<file path="config.mk">
export PLATFORM = sky130hd
export DESIGN_NAME = sha1_variant_byte_hash_flat
export DESIGN_NICKNAME = d
export VERILOG_FILES = /design/src/sv/sha1vb_pkg.sv /design/src/sv/sha1vb_if.sv /design/src/sv/sha1_variant_byte_hash.sv /design/src/sv/sha1vb_datapath.sv /design/src/sv/sha1vb_ctrl.sv /design/src/flat_wrapper.sv
export SDC_FILE = /design/constraint.sdc
export NUM_CORES = 2
export LEC_CHECK = 0
export BUFFER_PORTS_ARGS = -buffer_cell sky130_fd_sc_hd__clkbuf_2
export CAP_MARGIN = 20
export CORE_MARGIN = 2
export CORE_UTILIZATION = 60
export DETAILED_ROUTE_END_ITERATION = 8
export PLACE_DENSITY = 0.76
export SLEW_MARGIN = 30
export SYNTH_ARGS = -nofsm -noshare
export SYNTH_HDL_FRONTEND = slang
export SYNTH_HIERARCHICAL = 1
export SYNTH_SLANG_ARGS = --single-unit
</file>
<file path="constraint.sdc">
create_clock -name clk -period 112.7 [get_ports clk]
set_clock_uncertainty 0.15 [all_clocks]
set_input_delay 5.635 -clock clk [delete_from_list [all_inputs] [get_ports clk]]
set_output_delay 5.635 -clock clk [all_outputs]
set_load 0.01 [all_outputs]
</file>
<file path="src/sv/sha1vb_pkg.sv">
// Shared types and constants for the mixed-endian SHA-1 byte hash.
// Depends on nothing; the top level, datapath and controller refer to it by scoped names.
`timescale 1ns / 1ps

package sha1vb_pkg;

  // Initial chaining words.
  parameter logic [31:0] H_INIT [0:4] = '{
    32'h67452301, 32'hEFCDAB89, 32'h98BADCFE, 32'h10325476, 32'hC3D2E1F0
  };

  // Round constants, one per group of twenty rounds.
  parameter logic [31:0] K_R0 = 32'h5A827999;
  parameter logic [31:0] K_R1 = 32'h6ED9EBA1;
  parameter logic [31:0] K_R2 = 32'h8F1BBCDC;
  parameter logic [31:0] K_R3 = 32'hCA62C1D6;

  parameter logic [7:0] PAD_MARKER  = 8'h80;
  parameter logic [6:0] LAST_ROUND  = 7'd79;
  parameter logic [5:0] LAST_SLOT   = 6'd63;
  parameter logic [5:0] LENGTH_SLOT = 6'd56;
  parameter logic [2:0] LAST_INDEX  = 3'd4;

  // Source of the byte shifted into the block buffer.
  typedef enum logic [1:0] {
    BYTE_INPUT  = 2'd0,
    BYTE_MARKER = 2'd1,
    BYTE_ZERO   = 2'd2,
    BYTE_LENGTH = 2'd3
  } byte_sel_t;

  // Controller states.
  typedef enum logic [5:0] {
    S_IDLE  = 6'b000001,
    S_PAD   = 6'b000010,
    S_LOAD  = 6'b000100,
    S_ROUND = 6'b001000,
    S_ADD   = 6'b010000,
    S_EMIT  = 6'b100000
  } state_t;

  // Commands from the controller to the datapath.
  typedef struct packed {
    logic       shift;
    byte_sel_t  sel;
    logic       load;
    logic       load_le;
    logic       round;
    logic [6:0] round_num;
    logic       add;
    logic       restart;
    logic [2:0] word_idx;
  } dp_cmd_t;

  // Status from the datapath to the controller.
  typedef struct packed {
    logic [5:0] fill;
  } dp_stat_t;

endpackage

</file>
<file path="src/sv/sha1vb_if.sv">
// Valid/ready channel interfaces for the input bytes and the digest words.
// Depends on nothing.
`timescale 1ns / 1ps

interface sha1vb_in_if;
  logic       valid;
  logic       ready;
  logic [7:0] data_byte;
  logic       byte_valid;
  logic       last;

  modport source (output valid, data_byte, byte_valid, last, input ready);
  modport sink (input valid, data_byte, byte_valid, last, output ready);
endinterface

interface sha1vb_out_if;
  logic        valid;
  logic        ready;
  logic [31:0] digest_word;
  logic [2:0]  word_index;
  logic        last_word;

  modport source (output valid, digest_word, word_index, last_word, input ready);
  modport sink (input valid, digest_word, word_index, last_word, output ready);
endinterface

</file>
<file path="src/sv/sha1_variant_byte_hash.sv">
// A byte that does not complete a block leaves intake open; one that completes a block
// holds intake while the block is loaded, run through 80 rounds at one per cycle and
// added into the chaining words.
// A last item adds one padding byte per cycle up to the block end, one or two more
// compressions, then five digest words, one per cycle while the sink is ready.
// Reset (synchronous, active high) loads the initial chaining words and clears all counters.
`timescale 1ns / 1ps

module sha1_variant_byte_hash (
  input  logic          clk,
  input  logic          rst,
  sha1vb_in_if.sink     in_ch,
  sha1vb_out_if.source  out_ch
);

  sha1vb_pkg::dp_cmd_t  cmd;
  sha1vb_pkg::dp_stat_t stat;

  // Sequencer.
  sha1vb_ctrl u_ctrl (
    .clk           (clk),
    .rst           (rst),
    .in_valid      (in_ch.valid),
    .in_byte_valid (in_ch.byte_valid),
    .in_last       (in_ch.last),
    .in_ready      (in_ch.ready),
    .out_valid     (out_ch.valid),
    .out_ready     (out_ch.ready),
    .word_index    (out_ch.word_index),
    .last_word     (out_ch.last_word),
    .stat          (stat),
    .cmd           (cmd)
  );

  // Buffer, schedule and compression datapath.
  sha1vb_datapath u_datapath (
    .clk         (clk),
    .rst         (rst),
    .data_byte   (in_ch.data_byte),
    .cmd         (cmd),
    .stat        (stat),
    .digest_word (out_ch.digest_word)
  );

endmodule

</file>
<file path="src/sv/sha1vb_datapath.sv">
// Datapath: 64-byte block shift buffer, message schedule, working words,
// chaining words and length counter. Depends on sha1vb_pkg.
`timescale 1ns / 1ps

module sha1vb_datapath (
  input  logic                clk,
  input  logic                rst,
  input  logic [7:0]          data_byte,
  input  sha1vb_pkg::dp_cmd_t cmd,
  output sha1vb_pkg::dp_stat_t stat,
  output logic [31:0]         digest_word
);

  logic [7:0]  blk [0:63];
  logic [31:0] sched [0:15];
  logic [31:0] chain [0:4];
  logic [31:0] wa, wb, wc, wd, we;
  logic [5:0]  fill;
  logic [60:0] msg_len;

  logic [63:0] bit_len;
  logic [2:0]  len_idx;
  logic [7:0]  len_byte;
  logic [7:0]  byte_in;
  logic [31:0] w_cur;
  logic [31:0] w_mix;
  logic [31:0] f_val;
  logic [31:0] k_val;
  logic [31:0] t_val;

  // Round function and constant by round group.
  function automatic logic [31:0] round_f(input logic [6:0] r, input logic [31:0] b,
                                          input logic [31:0] c, input logic [31:0] d);
    logic [31:0] res;
    if (r < 7'd20) begin
      res = (b & c) | (~b & d);
    end else if (r < 7'd40) begin
      res = b ^ c ^ d;
    end else if (r < 7'd60) begin
      res = (b & c) | (b & d) | (c & d);
    end else begin
      res = b ^ c ^ d;
    end
    return res;
  endfunction

  function automatic logic [31:0] round_k(input logic [6:0] r);
    logic [31:0] res;
    if (r < 7'd20) begin
      res = sha1vb_pkg::K_R0;
    end else if (r < 7'd40) begin
      res = sha1vb_pkg::K_R1;
    end else if (r < 7'd60) begin
      res = sha1vb_pkg::K_R2;
    end else begin
      res = sha1vb_pkg::K_R3;
    end
    return res;
  endfunction

  // Length bytes: high half first, each half little-endian.
  assign bit_len  = {msg_len, 3'b000};
  assign len_idx  = {~fill[2], fill[1:0]};
  assign len_byte = bit_len[{len_idx, 3'b000} +: 8];

  // Byte that enters the buffer.
  always_comb begin
    case (cmd.sel)
      sha1vb_pkg::BYTE_INPUT:  byte_in = data_byte;
      sha1vb_pkg::BYTE_MARKER: byte_in = sha1vb_pkg::PAD_MARKER;
      sha1vb_pkg::BYTE_ZERO:   byte_in = 8'h00;
      sha1vb_pkg::BYTE_LENGTH: byte_in = len_byte;
      default:                 byte_in = 8'h00;
    endcase
  end

  // Block buffer: bytes enter at the top, so a full block has byte 0 at the bottom.
  always_ff @(posedge clk) begin
    if (cmd.shift) begin
      for (int i = 0; i < 63; i++) begin
        blk[i] <= blk[i + 1];
      end
      blk[63] <= byte_in;
    end
  end

  // Fill count and message length in bytes.
  always_ff @(posedge clk) begin
    if (rst) begin
      fill    <= '0;
      msg_len <= '0;
    end else begin
      if (cmd.shift) begin
        fill <= fill + 6'd1;
      end
      if (cmd.restart) begin
        msg_len <= '0;
      end else if (cmd.shift && cmd.sel == sha1vb_pkg::BYTE_INPUT) begin
        msg_len <= msg_len + 61'd1;
      end
    end
  end

  assign stat.fill = fill;

  // Schedule word for this round; from round sixteen on, sched[0] holds the word sixteen rounds back.
  assign w_mix = sched[13] ^ sched[8] ^ sched[2] ^ sched[0];
  assign w_cur = (cmd.round_num < 7'd16) ? sched[0] : {w_mix[30:0], w_mix[31]};
  assign f_val = round_f(cmd.round_num, wb, wc, wd);
  assign k_val = round_k(cmd.round_num);
  assign t_val = {wa[26:0], wa[31:27]} + f_val + we + k_val + w_cur;

  // Schedule ring: loaded from the buffer, then shifted once a round.
  always_ff @(posedge clk) begin
    if (cmd.load) begin
      for (int i = 0; i < 16; i++) begin
        if (cmd.load_le) begin
          sched[i] <= {blk[4*i+3], blk[4*i+2], blk[4*i+1], blk[4*i]};
        end else begin
          sched[i] <= {blk[4*i], blk[4*i+1], blk[4*i+2], blk[4*i+3]};
        end
      end
    end else if (cmd.round) begin
      for (int i = 0; i < 15; i++) begin
        sched[i] <= sched[i + 1];
      end
      sched[15] <= w_cur;
    end
  end

  // Working words a to e.
  always_ff @(posedge clk) begin
    if (cmd.load) begin
      wa <= chain[0];
      wb <= chain[1];
      wc <= chain[2];
      wd <= chain[3];
      we <= chain[4];
    end else if (cmd.round) begin
      wa <= t_val;
      wb <= wa;
      wc <= {wb[1:0], wb[31:2]};
      wd <= wc;
      we <= wd;
    end
  end

  // Chaining words: accumulate after each block, back to the initial value after output.
  always_ff @(posedge clk) begin
    if (rst || cmd.restart) begin
      for (int i = 0; i < 5; i++) begin
        chain[i] <= sha1vb_pkg::H_INIT[i];
      end
    end else if (cmd.add) begin
      chain[0] <= chain[0] + wa;
      chain[1] <= chain[1] + wb;
      chain[2] <= chain[2] + wc;
      chain[3] <= chain[3] + wd;
      chain[4] <= chain[4] + we;
    end
  end

  assign digest_word = chain[cmd.word_idx];

endmodule

</file>
<file path="src/sv/sha1vb_ctrl.sv">
// Controller: sequences byte intake, padding, the 80 rounds and digest output.
// Depends on sha1vb_pkg; drives the datapath through sha1vb_pkg::dp_cmd_t.
`timescale 1ns / 1ps

module sha1vb_ctrl (
  input  logic                 clk,
  input  logic                 rst,
  input  logic                 in_valid,
  input  logic                 in_byte_valid,
  input  logic                 in_last,
  output logic                 in_ready,
  output logic                 out_valid,
  input  logic                 out_ready,
  output logic [2:0]           word_index,
  output logic                 last_word,
  input  sha1vb_pkg::dp_stat_t stat,
  output sha1vb_pkg::dp_cmd_t  cmd
);

  sha1vb_pkg::state_t state, state_next;
  logic [6:0] rnd, rnd_next;
  logic [2:0] word_idx, word_idx_next;
  logic       le_mode, le_mode_next;
  logic       pend_last, pend_last_next;
  logic       marker_done, marker_done_next;
  logic       two_blocks, two_blocks_next;
  logic       in_fire;
  logic       out_fire;

  assign in_ready   = (state == sha1vb_pkg::S_IDLE);
  assign out_valid  = (state == sha1vb_pkg::S_EMIT);
  assign in_fire    = in_valid && in_ready;
  assign out_fire   = out_valid && out_ready;
  assign word_index = word_idx;
  assign last_word  = (word_idx == sha1vb_pkg::LAST_INDEX);

  // Next state and datapath commands.
  always_comb begin
    state_next       = state;
    rnd_next         = rnd;
    word_idx_next    = word_idx;
    le_mode_next     = le_mode;
    pend_last_next   = pend_last;
    marker_done_next = marker_done;
    two_blocks_next  = two_blocks;
    cmd              = '0;
    cmd.sel          = sha1vb_pkg::BYTE_INPUT;
    cmd.load_le      = le_mode;
    cmd.round_num    = rnd;
    cmd.word_idx     = word_idx;

    unique case (state)
      sha1vb_pkg::S_IDLE: begin
        if (in_fire) begin
          cmd.shift = in_byte_valid;
          if (in_byte_valid && stat.fill == sha1vb_pkg::LAST_SLOT) begin
            state_next     = sha1vb_pkg::S_LOAD;
            le_mode_next   = 1'b1;
            pend_last_next = in_last;
          end else if (in_last) begin
            state_next       = sha1vb_pkg::S_PAD;
            le_mode_next     = 1'b0;
            marker_done_next = 1'b0;
          end
        end
      end
      sha1vb_pkg::S_PAD: begin
        cmd.shift = 1'b1;
        if (!marker_done) begin
          cmd.sel          = sha1vb_pkg::BYTE_MARKER;
          marker_done_next = 1'b1;
          two_blocks_next  = (stat.fill >= sha1vb_pkg::LENGTH_SLOT);
        end else if (stat.fill >= sha1vb_pkg::LENGTH_SLOT && !two_blocks) begin
          cmd.sel = sha1vb_pkg::BYTE_LENGTH;
        end else begin
          cmd.sel = sha1vb_pkg::BYTE_ZERO;
        end
        if (stat.fill == sha1vb_pkg::LAST_SLOT) begin
          state_next   = sha1vb_pkg::S_LOAD;
          le_mode_next = 1'b0;
        end
      end
      sha1vb_pkg::S_LOAD: begin
        cmd.load   = 1'b1;
        rnd_next   = '0;
        state_next = sha1vb_pkg::S_ROUND;
      end
      sha1vb_pkg::S_ROUND: begin
        cmd.round = 1'b1;
        rnd_next  = rnd + 7'd1;
        if (rnd == sha1vb_pkg::LAST_ROUND) begin
          state_next = sha1vb_pkg::S_ADD;
        end
      end
      sha1vb_pkg::S_ADD: begin
        cmd.add  = 1'b1;
        rnd_next = '0;
        if (le_mode) begin
          if (pend_last) begin
            state_next       = sha1vb_pkg::S_PAD;
            le_mode_next     = 1'b0;
            marker_done_next = 1'b0;
            pend_last_next   = 1'b0;
          end else begin
            state_next = sha1vb_pkg::S_IDLE;
          end
        end else if (two_blocks) begin
          two_blocks_next = 1'b0;
          state_next      = sha1vb_pkg::S_PAD;
        end else begin
          word_idx_next = '0;
          state_next    = sha1vb_pkg::S_EMIT;
        end
      end
      sha1vb_pkg::S_EMIT: begin
        if (out_fire) begin
          word_idx_next = word_idx + 3'd1;
          if (word_idx == sha1vb_pkg::LAST_INDEX) begin
            cmd.restart   = 1'b1;
            word_idx_next = '0;
            state_next    = sha1vb_pkg::S_IDLE;
          end
        end
      end
      default: begin
        state_next = sha1vb_pkg::S_IDLE;
      end
    endcase
  end

  // Control registers.
  always_ff @(posedge clk) begin
    if (rst) begin
      state       <= sha1vb_pkg::S_IDLE;
      rnd         <= '0;
      word_idx    <= '0;
      le_mode     <= 1'b0;
      pend_last   <= 1'b0;
      marker_done <= 1'b0;
      two_blocks  <= 1'b0;
    end else begin
      state       <= state_next;
      rnd         <= rnd_next;
      word_idx    <= word_idx_next;
      le_mode     <= le_mode_next;
      pend_last   <= pend_last_next;
      marker_done <= marker_done_next;
      two_blocks  <= two_blocks_next;
    end
  end

  // A block is compressed only once the buffer has wrapped to empty.
  a_load_full: assert property (@(posedge clk) disable iff (rst)
    state == sha1vb_pkg::S_LOAD |-> stat.fill == 6'd0)
    else $error("compression started on a partly filled block");

  // Digest output starts only after padding has completed the final block.
  a_emit_empty: assert property (@(posedge clk) disable iff (rst)
    state == sha1vb_pkg::S_EMIT |-> stat.fill == 6'd0 && !two_blocks)
    else $error("digest output with padding unfinished");

  // The round counter stays within the eighty rounds.
  a_round_range: assert property (@(posedge clk) disable iff (rst)
    state == sha1vb_pkg::S_ROUND |-> rnd <= sha1vb_pkg::LAST_ROUND)
    else $error("round counter ran past the last round");

  // The fifth word taken returns the block to intake.
  a_emit_done: assert property (@(posedge clk) disable iff (rst)
    (out_fire && word_idx == sha1vb_pkg::LAST_INDEX) |=> state == sha1vb_pkg::S_IDLE)
    else $error("block did not return to idle after the last digest word");

  // Intake and output are never offered at once.
  a_one_side: assert property (@(posedge clk) disable iff (rst)
    !(in_ready && out_valid))
    else $error("input ready while a digest word is offered");

endmodule

</file>
<file path="src/flat_wrapper.sv">
// flat-port wrapper written by rule: the top's interface ports become plain ports
module sha1_variant_byte_hash_flat 
  (clk, rst, in_ch_valid, in_ch_data_byte, in_ch_byte_valid, in_ch_last, in_ch_ready, out_ch_valid, out_ch_digest_word, out_ch_word_index, out_ch_last_word, out_ch_ready);
  sha1vb_in_if in_ch_i ();
  sha1vb_out_if out_ch_i ();
  input  logic clk;
  input  logic rst;
  input wire logic [$bits(in_ch_i.valid)-1:0] in_ch_valid;
  input wire logic [$bits(in_ch_i.data_byte)-1:0] in_ch_data_byte;
  input wire logic [$bits(in_ch_i.byte_valid)-1:0] in_ch_byte_valid;
  input wire logic [$bits(in_ch_i.last)-1:0] in_ch_last;
  output wire logic [$bits(in_ch_i.ready)-1:0] in_ch_ready;
  output wire logic [$bits(out_ch_i.valid)-1:0] out_ch_valid;
  output wire logic [$bits(out_ch_i.digest_word)-1:0] out_ch_digest_word;
  output wire logic [$bits(out_ch_i.word_index)-1:0] out_ch_word_index;
  output wire logic [$bits(out_ch_i.last_word)-1:0] out_ch_last_word;
  input wire logic [$bits(out_ch_i.ready)-1:0] out_ch_ready;
  assign in_ch_i.valid = in_ch_valid;
  assign in_ch_i.data_byte = in_ch_data_byte;
  assign in_ch_i.byte_valid = in_ch_byte_valid;
  assign in_ch_i.last = in_ch_last;
  assign in_ch_ready = in_ch_i.ready;
  assign out_ch_valid = out_ch_i.valid;
  assign out_ch_digest_word = out_ch_i.digest_word;
  assign out_ch_word_index = out_ch_i.word_index;
  assign out_ch_last_word = out_ch_i.last_word;
  assign out_ch_i.ready = out_ch_ready;
  sha1_variant_byte_hash u_core (.clk(clk), .rst(rst), .in_ch(in_ch_i), .out_ch(out_ch_i));
endmodule
</file>
==> Word level (Yosys, flattened, before mapping) <==
Memory sizes are Yosys's and may differ from the RTL's. A register that Yosys moved wholly into a read port is not among the register bits.
Cells that the tools add are included.
{ "word_totals": {"register_bits": 247, "ramBits": 1184, "input_bits": 14, "out_inout_bits": 38, "elab_cells": 255, "memories": 3} }
{ "memory_table": {"columns": ["memory", "depth", "word_bits", "rd", "rd_ports_with_merged_regs", "wr", "line_no", "text"], "rows": [
  ["u_core.u_datapath.blk", 64, 8, 64, 0, 64, "sha1vb_datapath.sv:14", "logic [7:0] blk [0:63];"],
  ["u_core.u_datapath.sched", 16, 32, 16, 0, 16, "sha1vb_datapath.sv:15", "logic [31:0] sched [0:15];"],
  ["u_core.u_datapath.chain", 5, 32, 6, 1, 5, "sha1vb_datapath.sv:16", "logic [31:0] chain [0:4];"]
]} }
{ "classes": {"addsub": 13, "order_cmp": 5, "n_eq_ne": 26, "shift": 1, "muxes": 120, "n_bitwise": 51, "n_reduce_logical": 22} }
{ "op_table": {"columns": ["operator", "count"], "rows": [
  ["$mux 32", 53],
  ["$add 32x32->32", 9],
  ["$xor 32x32->32", 5],
  ["$and 32x32->32", 4],
  ["$or 32x32->32", 3],
  ["$shiftx 64x7->8", 1],
  ["$add 61x1->61 const B", 1],
  ["$mux 6", 9],
  ["$mux 1", 39],
  ["$or 1x1->1", 37],
  ["$pmux 6 s6", 1],
  ["$not 32->32", 1],
  ["$pmux 8 s4", 1],
  ["$mux 31", 1],
  ["$ne 2x2->1 const B", 10],
  ["$mux 3", 6],
  ["$lt 7x5->1 const B", 2],
  ["$lt 7x6->1 const B", 2],
  ["$pmux 7 s2", 1],
  ["$eq 6x6->1 const B", 2],
  ["$reduce_and 4->1", 3],
  ["$reduce_and 6->1", 2],
  ["$reduce_bool 2->1", 5],
  ["$add 7x1->7 const B", 1],
  ["26 further kinds", 39]
]} }

==> Longest topological paths before layout <==
{ "depth": {"word_depth": 12, "mapped_depth": 22, "depth_no_buf": 21} }

==> Hierarchy <==
Netlist, hierarchy kept.
{ "modules_own_cells": {"columns": ["module", "n_inst", "cells_per_inst", "area_per_inst_um2", "seq_area_each_um2"], "rows": [
  ["sha1vb_datapath", 1, 5528, 71096.9, 41700.0],
  ["sha1vb_ctrl", 1, 163, 1281.2, 400.4]
]} }

==> Worst setup path before layout <==
Ideal clock, no wire load.
{ "synth_path": {"path_kind": "in2reg", "start": "input in_ch_byte_valid", "end": "register u_core.u_datapath.fill[5] (netlist: u_core/u_datapath/stat[5])", "setup_ns": 0.073, "t_arrival_ns": 47.757, "t_required_ns": 112.477, "setup_slack_ns": 64.720, "cell_stages": 5, "path_buffers": 0, "cell_sequence": "nand2_1 > o21ai_0 > nand4_1 > or3_1 > a21oi_1"} }
{ "synth_rtl": {"columns": ["element", "line_no", "text"], "rows": [
  ["start: declaration", "flat_wrapper.sv:10", "input wire logic [$bits(in_ch_i.byte_valid)-1:0] in_ch_byte_valid;"],
  ["end signal: assignment", "sha1vb_datapath.sv:94", "fill <= fill + 6'd1;"],
  ["end: declaration", "sha1vb_datapath.sv:18", "logic [5:0] fill;"]
]} }

==> results_dict.tcl <==
set metrics [dict create \
    yosysTopAreaCell "edfxtp_1" \
    rows 127 \
    rsz0062_at_grt "no" \
    final.setup.worst_slack_ns 103.81 \
    synthTopCellsByCount "edfxtp_1 (1344), nand2_1 (853), mux2_2 (368), a22oi_1 (291), nor2_1 (232)" \
    status "complete, no violations" \
    fin_cells 7418 \
    power_uw 1310 \
    root_buffer "clkbuf_16" \
    cts_tree "yes" \
    routabilityCongestion 0.936 \
    power_density_nw_per_um2 16.5 \
    synth_flop_cell "edfxtp_1" \
    required_ns 106.91 \
    ant_nets 0 \
    syn_nets 6028 \
    clock-sinks 1431 \
    yosys_warnings 6 \
    final_nets 6020 \
    routed_wl_um 173000 \
    die_y_um 351 \
    wl_per_cell_um 23.3 \
    ys_seq_elements 1431 \
    synthCells 5691 \
    peakVddDrop_v 0.0000139 \
    insertion_delay_ns 0.78 \
    coreArea_sq_um 120000 \
    synth_area_sq_um 72400 \
    dieWidth_um 351 \
    h-tree-depth 4 \
    cts_buffers 151 \
    grt-ovfl-total 0 \
    tns_ns 0 \
    tightest_slew_ns 1.09 \
    vias 47247 \
    synth_area_leaders "edfxtp_1 (56%), mux2_2 (5.7%), nand2_1 (4.4%), fa_1 (3.5%), ha_1 (3.4%)" \
    hp-class "reg -> reg" \
    drc 0 \
    clk_path_buf_depth 3 \
    ys_types 94 \
    fin_crit_ns 8.89 \
    yosysTopAreaCellShare_pct 55.8 \
    cts_resized 0 \
    intPower_uw 986 \
    crit_type "reg -> out" \
    dp_hpwl_um 112000 \
    grt.total_usage_pct 28.1 \
    grt_pass1_vias 46303 \
    maxSlewViolCount 0 \
    path_clk_slew_ns 0.06 \
    p_clk_share_pct 37.9 \
    p_sw_share_pct 24.7 \
    cap_violations 0 \
    area_growth_pct 9.42 \
    finalCritPeriodShare_pct 7.89 \
    postCtsHoldBufs 0 \
    dp_slack_ns 102.90 \
    grt_pass1_wl_um 268000 \
    clock.fmax_mhz 113 \
    detail_route.vias_per_cell 6.37 \
    yosysMostFrequentCell "edfxtp_1" \
    cp.arrival_ns 3.10 \
    synth_async_sr_flop_share_pct 0 \
    pwr-share-seq_pct 51.7 \
    antenna_found_initial 1 \
    syn_avg_cell_area_sq_um 12.7 \
    start_util_pct 60.4 \
    dieArea_sq_um 123000 \
    finalHoldViolCount 0 \
    yosysSeqAreaShare_pct 58.2 \
    post_cts_buffers 0 \
    drt-initial-drc-count 5429 \
    io_pins 52 \
    p_sw_uw 324 \
    setup_viol 0 \
    portBuffers 51 \
    start_kind "register" \
    critPathCaptureType "output pin" \
    dpl.cell_count 7139 \
    drive_gt1_share_pct 13.6 \
    max_slew_margin_pct 27.5 \
    synth-edff-count 1344 \
    power_leakage_uw 0.0284 \
    grt_max_degree 198 \
    drt-pass1-iter-count 6 \
    p_comb_share_pct 10.4 \
    worst-path-max-fanout 31 \
]
## layout by cell type (no fill, tap or decap), types with 43 or more instances in the layout
cell type	n
mux2i_1	48
nand3_1	60
buf_4	43
nand2_1	852
mux4_2	45
ha_1	198
nor2_1	230
nor3_1	54
inv_1	195
a22oi_1	291
and3_1	47
fa_1	125
clkbuf_2	51
a21o_1	95
clkbuf_16	151
xor2_1	111
a21oi_1	184
o21ai_0	214
mux2_2	368
edfxtp_1	1344
a22o_1	219
dfxtp_1	83
xnor2_1	174
## logic make-up (layout without fill, tap and decap cells)
logic type,count (synthesis),in the layout,synth area share (%)
buffers and inverters,472,586,2.52
multiplexers,461,461,7.79
AO/OA/AOI/OAI,1257,1257,12.3
other,0,1,0
adder cells (fa/ha/maj),323,323,6.88
AND/OR/NAND/NOR,1462,1462,8.93
flip-flops,1431,1431,58.2
XOR/XNOR,285,285,3.45
## power by group through the flow
stage / clock, uW / sequential (uW) / combinational, uW
2_1_floorplan: 0 / 745 / 109
5_1_grt: 525 / 682 / 150
4_1_cts: 504 / 677 / 137
6_report: 496 / 677 / 137
3_5_place_dp: 0 / 687 / 135
3_3_place_gp: 0 / 685 / 130
## registers in the layout, summed over array words and instances (netlist names), 7 cells and up
| register | cells |
|---|---|
| u_core/u_datapath/wa | 32 |
| u_core/u_datapath/sched | 512 |
| u_core/u_datapath/wd | 32 |
| u_core/u_datapath/blk | 512 |
| u_core/u_datapath/we | 32 |
| u_core/u_datapath/msg_len | 61 |
| u_core/u_datapath/wc | 32 |
| u_core/u_datapath/chain | 160 |
| u_core/u_datapath/wb | 32 |
| u_core/u_ctrl/rnd | 7 |
## layout make-up
type | instances | area [sq um]
antenna | 1 | 2.50
clock buffer | 190 | 3940
clock inverter | 85 | 966
fill | 8545 | 40600
inverter | 198 | 756
multi-input combinational | 3788 | 28500
sequential | 1431 | 42100
tap | 1612 | 2020
timing repair buffer | 113 | 893
## routing by layer
metal	wire (um)	global-route usage [%]	part of all wire, %	vias to the layer above
met5	15	0	0.0087	-
met4	7750	12.2	4.5	2
met3	11800	4.18	6.8	421
met2	81100	44.3	47	1902
met1	72100	39.3	42	23555
li1	-	-	-	21367
## final timing paths
check / from / to / slack [ns] / depth (start not counted)
worst max register to register: u_core/u_ctrl/rnd[5] / u_core/u_datapath/wa[30] / 105.85 / 18
worst min-delay path: u_core/u_datapath/blk[13][27] / u_core/u_datapath/blk[13][19] / 0.29 / 0
worst min register to register: u_core/u_datapath/blk[13][27] / u_core/u_datapath/blk[13][19] / 0.29 / 0
worst max-delay path: u_core/u_ctrl/word_index[0] / out_ch_digest_word[1] / 103.81 / 4
## critical path, cell delays in order (launching register included)
cell and delay [ns]:
dfxtp_2 0.41, buf_4 0.62, mux4_2 0.59, o21ai_0 0.47, clkbuf_2 0.24
## per-stage QoR
| stage | cell area (sq um) | hold slack, ns | util (%) |
|---|---|---|---|
| CTS | 79100 | 0.287 | 66.0 |
| global placement | 74100 | 0.293 | 61.9 |
| floorplan | 72400 | 0.290 | - |
| finish | 79200 | 0.292 | 66.1 |
| detailed placement | 74200 | 0.305 | 61.9 |
| global route | 79200 | 0.312 | 66.1 |
(Power assumes the default switching activity.)
